<file path="config.mk">
export PLATFORM = sky130hd
export DESIGN_NAME = aef_ram
export DESIGN_NICKNAME = d
export VERILOG_FILES = /design/src/sv/aef_ram.sv
export SDC_FILE = /design/constraint.sdc
export NUM_CORES = 1
export LEC_CHECK = 0
export BUFFER_PORTS_ARGS = -buffer_cell sky130_fd_sc_hd__buf_2
export CORE_UTILIZATION = 52
export DETAILED_ROUTE_END_ITERATION = 7
export GPL_ROUTABILITY_DRIVEN = 0
export PLACE_DENSITY_LB_ADDON = 0.12
export SETUP_SLACK_MARGIN = 0.1
export SLEW_MARGIN = 25
export SYNTH_ARGS = -nofsm -noshare
export SYNTH_HDL_FRONTEND = slang
export SYNTH_SLANG_ARGS = --single-unit
</file>
<file path="constraint.sdc">
create_clock -name i_clk -period 9.7 [get_ports i_clk]
set_clock_uncertainty 0.2 [all_clocks]
set_input_delay 0 -clock i_clk [delete_from_list [all_inputs] [get_ports i_clk]]
set_output_delay 0 -clock i_clk [all_outputs]
set_load 0.05 [all_outputs]
</file>
<file path="src/sv/aef_ram.sv">
module aef_ram #(
    parameter int WIDTH = 64,
    parameter int DEPTH = 16,
    localparam int AW = (DEPTH > 1) ? $clog2(DEPTH) : 1
) (
    input  logic             i_clk,
    input  logic             i_we,
    input  logic [AW-1:0]    i_waddr,
    input  logic [WIDTH-1:0] i_wdata,
    input  logic             i_re,
    input  logic [AW-1:0]    i_raddr,
    output logic [WIDTH-1:0] o_rdata
);
    logic [WIDTH-1:0] r_mem [DEPTH];
    logic [WIDTH-1:0] r_rdata;

    always_ff @(posedge i_clk) begin
        if (i_we) begin
            r_mem[i_waddr] <= i_wdata;
        end
        if (i_re) begin
            r_rdata <= r_mem[i_raddr];
        end
    end

    assign o_rdata = r_rdata;
endmodule

</file>
==> impl_metrics.yaml, run 1 <==
status:
  status: "completed"
sta:
  drv_slew: 0
  finalHoldViolations: 0
  tightest_slew_ns: 1.02
  post-route-min-period_ns: 3.35
  setup-tns-final_ns: 0
  clock.fmax_mhz: 299
  slew-limit-headroom_pct: 32.1
  rsz0062_at_grt: "false"
  setup_violations: 0
  period_share_pct: 34.5
floorplan:
  dieArea_um2: 78500
  core_region_area_um2: 76200
  die_h_um: 280
  dieWidth_um: 280
  pin_count: 139
  start_util_pct: 52.8
  rows: 101
power_and_ir_drop:
  pwr-share-comb_pct: 5.4
  intPower_mw: 8.04
  peakVddDrop_uv: 152
  power_switching_share_pct: 20.6
  p_clk_share_pct: 42.0
  power.switching_mw: 2.09
  power.leakage_nw: 15.0
  p_seq_share_pct: 52.6
  pwr_density_cell_nw_per_um2: 217
drt:
  drt_iter0_markers: 1745
  final_antenna_net_count: 0
  vias: 18400
  viasPerCell: 6.01
  routed_wl_um: 88900
  drc: 0
  route.detailed.wl_per_inst_um: 29.1
  first_pass_iters: 7
yosys:
  synth_top_cells_by_area: "edfxtp_1, mux4_2, a22oi_1"
  netlist_area_um2: 40200
  synthCells: 1647
  yosys.area.top_type: "edfxtp_1"
  yosysSeqAreaShare_pct: 81.2
  ys_ff_latch: 1088
  syn-num-nets: 1722
  synth_top_area_share_pct: 81.2
  yosysUniqueCellTypes: 17
  avgSynthCellArea_um2: 24.4
  synth_warnings: 0
layout:
  num_antenna_cells: 0
  layout.nets: 2003
  final_area_um2: 46700
  final_cells: 3054
  fin_util_pct: 61.3
  n_fill_cell: 5267
  drive_above_1_share_pct: 29.8
  synthToLayoutAreaGrowth_pct: 16.0
global_route:
  grt_pass1_vias: 19200
  grt_pass1_wl_um: 129000
  grt_use_total_pct: 23.2
  grt_max_degree: 93
  antenna_found_initial: 2
  grt_overflow: 0
setup_path:
  path_buf_inv: 4
  max_stage_delay_ns: 0.80
  crit_required_ns: 9.90
  crit_family: "buffers and inverters"
  end_kind: "register"
  worstPathMaxFanout: 81
  slowest_stage: "buf_4"
  crit_chain: "dlygate4sd3_1, buf_8, buf_4, buf_4, mux4_2, a22oi_1, nand2_1"
  critPathLaunchType: "primary input"
  cpMostUsedCell: "buf_4"
  arrival_ns: 3.54
  critical_path_class: "in2reg"
placement:
  placed_cells: 2767
  hpwl_um: 41400
  port_buffers: 138
  placed_cell_area_um2: 42200
clocking:
  cts_buffer_depth: 3
  clock_sinks: 1088
  h-tree-depth: 3
  clock_latency_ns: 0.66
  numCtsBuffers: 110
  cts_tree: "yes"
  postCtsSetupBuffers: 0
  clk_pin_slew_worst_paths_ns: 0.06
  root_buffer: "clkbuf_16"
  post_cts_resized: 0
worst_hold_path:
  hold_class: "in2reg"
flow_run:
  drv_cap: 0
[power by group through the flow]
stage	combinational, mW	clock [mW]	sequential (mW)
4_1_cts	0.550	4.33	5.33
3_5_place_dp	0.521	0	5.43
3_3_place_gp	0.514	0	5.42
6_report	0.542	4.26	5.33
2_1_floorplan	0.251	0	5.50
5_1_grt	0.580	4.52	5.34
[registers in the layout, summed over array words and instances (netlist names)]
register	cells
o_rdata	64
r_mem	1024
[synth_stat cells]
cell type  count
nand2b_1       2
nand2_1       65
buf_2         13
nand3_1        1
nor3_1         4
mux4_2       256
edfxtp_1    1088
nand3b_1       2
nor2_1        13
and2_1         1
buf_4          6
buf_6         13
nor2b_1        2
or3b_2         1
a22oi_1      128
clkbuf_1      36
buf_1         16
[layout by cell type, fill, tap and decap left out, drive strengths merged, types with 4 or more instances in the layout]
cell / synthesis / final
edfxtp: 1088 / 1088
inv: 0 / 4
bufinv: 0 / 16
dlygate4sd3: 0 / 77
nand2: 65 / 65
buf: 48 / 176
nor2: 13 / 13
a22oi: 128 / 128
mux4: 256 / 256
nor3: 4 / 4
clkbuf: 36 / 137
clkinv: 0 / 50
[layer usage]
| layer | GRT usage, % | up-vias | share of wire, % |
|---|---|---|---|
| met4 | 6.25 | 4 | 1.9 |
| met2 | 38.2 | 630 | 50 |
| met5 | 0 | - | 0.026 |
| met3 | 3.66 | 115 | 6.3 |
| met1 | 32.6 | 9922 | 41 |
| li1 | - | 7687 | - |
[cells by family (layout without fill, tap and decap cells)]
| logic type | after synthesis | after routing | share of synthesized area (%) |
|---|---|---|---|
| muxes | 256 | 256 | 14.3 |
| buffers and inverters | 84 | 461 | 1.12 |
| DFF | 1088 | 1088 | 81.2 |
| AOI/OAI and AO/OA | 128 | 128 | 2.39 |
| and+or+nand+nor | 91 | 91 | 0.927 |
[repair_timing]
action	in CTS	in global routing
endpoints found under the setup margin	0	0
endpoints found under the hold margin	1233	7
hold buffers	77	1
[layout make-up]
class                      instances  area [um2]  share of cell area (%)
sequential                      1088       32700                    70.0
multi-input combinational        475        7230                    15.5
clock buffer                     137        2920                    6.25
timing repair buffer             253        1830                    3.91
tap                             1030        1290                    2.76
clock inverter                    71         736                    1.58
[path summary, 6_finish.rpt]
check / from / end / slack (ns) / depth (start not counted)
hold reg to reg: r_mem[15][46] / o_rdata[46] / 0.54 / 3
hold / removal: i_wdata[19] / r_mem[2][19] / 0.06 / 2
setup / recovery: i_raddr[1] / o_rdata[40] / 6.35 / 7
setup reg to reg: r_mem[0][20] / o_rdata[20] / 7.62 / 4
[per-stage QoR]
step | setup slack, ns | hold WS, ns | total power [mW]
2_1_floorplan | 4.07 | -0.101 | 5.75
5_1_grt | 6.17 | 0.0552 | 10.4
6_report | 6.35 | 0.0561 | 10.1
3_3_place_gp | 6.21 | 0.167 | 5.94
3_5_place_dp | 6.19 | 0.185 | 5.95
4_1_cts | 6.32 | 0.0234 | 10.2
(Power assumes the default switching activity.)
==> run 2, diff against run 1 <==
==> constraint.sdc (replaced) <==
create_clock -name i_clk -period 2.7 [get_ports i_clk]
set_clock_uncertainty 0.2 [all_clocks]
set_input_delay 0 -clock i_clk [delete_from_list [all_inputs] [get_ports i_clk]]
set_output_delay 0 -clock i_clk [all_outputs]
set_load 0.05 [all_outputs]
==> run 2 against run 1 <==
Compared with the run above:
- combinational power rose to 3.8 times the previous value
- clock-buffer cell count fell by 2
- via count rose by 2.3%
- clock power rose to 3.4 times the previous value
- critical path type unchanged
==> impl_metrics.yaml, run 2 (synthesis results as in run 1) <==
placement:
  placed_cells: 2811
  placed_cell_area_um2: 43200
  hpwl_um: 44800
  port_buffers: 138
layout:
  final_cells: 3081
  n_fill_cell: 5147
  final_cell_mix: "edfxtp_1, mux4_2, buf_2"
  regArea_um2: 32700
  drive_above_1_share_pct: 31.3
  final_common_cell: "edfxtp_1"
  multi_input_area_um2: 7260
  final_area_um2: 47400
  layout.nets: 2039
  largest_reg_flops: 1024
  regMostFlops: "r_mem"
  synthToLayoutAreaGrowth_pct: 17.8
drt:
  route.detailed.wl_per_inst_um: 29.6
  routed_wl_um: 91200
  vias: 18800
  viasPerCell: 6.10
  final_antenna_net_count: 0
  drt_iter0_markers: 1958
  drc: 0
  first_pass_iters: 7
power_and_ir_drop:
  power_mw: 35.8
  power.leakage_nw: 15.2
  pwr_density_cell_nw_per_um2: 756
  peakVddDrop_uv: 491
sta:
  finalHoldViolations: 0
  whs_ns: 0.0628
  drv_slew: 0
  tightest_slew_ns: 0.795
  slew-limit-headroom_pct: 46.9
  setup-tns-final_ns: 0
  clock.fmax_mhz: 416
  period_share_pct: 89.1
  setup_violations: 0
  post-route-min-period_ns: 2.41
  rsz0062_at_grt: "false"
floorplan:
  die_h_um: 280
  dieWidth_um: 280
  dieArea_um2: 78500
  core_region_area_um2: 76200
  pin_count: 139
  rows: 101
  start_util_pct: 52.8
setup_path:
  critPathLaunchType: "primary input"
  end_kind: "register"
  arrival_ns: 2.49
  r2r-end: "o_rdata[18]"
  crit_required_ns: 2.78
  cp-endpoint: "r_mem[1][2]"
  startpoint: "i_waddr[2]"
  r2r-start: "r_mem[3][18]"
  worstPathMaxFanout: 64
  ff2ff_path_depth: 3
  critical_path_class: "in2reg"
  r2r_slack_ns: 1.05
clocking:
  root_buffer: "clkbuf_16"
  clock_latency_ns: 0.66
  h-tree-depth: 3
  numCtsBuffers: 107
  clock_sinks: 1088
  clk_pin_slew_worst_paths_ns: 0.06
  cts_buffer_depth: 3
  postCtsSetupBuffers: 0
  cts_tree: "yes"
global_route:
  grt_overflow: 0
  grt_pass1_wl_um: 132000
  grt_pass1_vias: 19400
  grt_max_degree: 65
  grt_use_total_pct: 23.8
  antenna_found_initial: 3
flow_run:
  drv_cap: 0
status:
  status: "completed"
worst_hold_path:
  hold_class: "in2reg"
==> run 2: layer usage <==
layer | vias up | share of wire, % | track usage [%]
li1 | 7767 | - | -
met1 | 10200 | 43 | 35.6
met2 | 686 | 49 | 37.3
met3 | 113 | 6.6 | 3.88
met4 | 6 | 1.5 | 5.52
met5 | - | 0.034 | 0
==> run 2: worst min path at each step <==
stage,to,slack (ns),from,depth (start not counted)
2_1_floorplan,r_mem[0][0],-0.10,i_wdata[0],0
3_3_place_gp,r_mem[14][54],0.16,i_wdata[54],1
3_5_place_dp,r_mem[15][27],0.18,i_wdata[27],1
4_1_cts,r_mem[2][8],0.01,i_wdata[8],2
5_1_grt,r_mem[2][8],0.06,i_wdata[8],2
6_report,o_rdata[12],0.06,i_raddr[2],4
==> run 2: what timing repair did <==
item,CTS,global route
endpoints found under the hold margin,1486,0
gates resized for setup,0,0
endpoints found under the setup margin,0,46
hold buffers,75,0
==> run 2: worst max-delay path, stage by stage <==
cell           delay, ns
dlygate4sd3_1       0.54
buf_2               0.14
or3b_4              0.41
dlygate4sd3_1       0.70
nor2_4              0.15
buf_12              0.47
==> run 2: where the power goes <==
group	switching, mW	leakage (nW)	internal [mW]	total (mW)
logic	1.27	3.68	0.776	2.05
clock network	6.11	1.67	8.52	14.6
registers	0.118	9.89	19.0	19.1
total	7.50	15.2	28.3	35.8
==> run 2: per-stage QoR <==
stage	setup WS [ns]	utilization (%)
after detailed placement	0.625	56.7
after global placement	0.639	56.7
after CTS	0.178	62.2
final	0.295	62.2
after floorplan	-0.916	-
after global routing	0.268	62.2
==> run 2: cell type report <==
cell class / instances / share of cell area [%]
Tap cell: 1030 / 2.72
Antenna cell: 1 / 0.00528
Sequential cell: 1088 / 68.9
Clock inverter: 60 / 1.30
Timing Repair Buffer: 292 / 5.76
Clock buffer: 135 / 5.96
Multi-Input combinational cell: 475 / 15.3
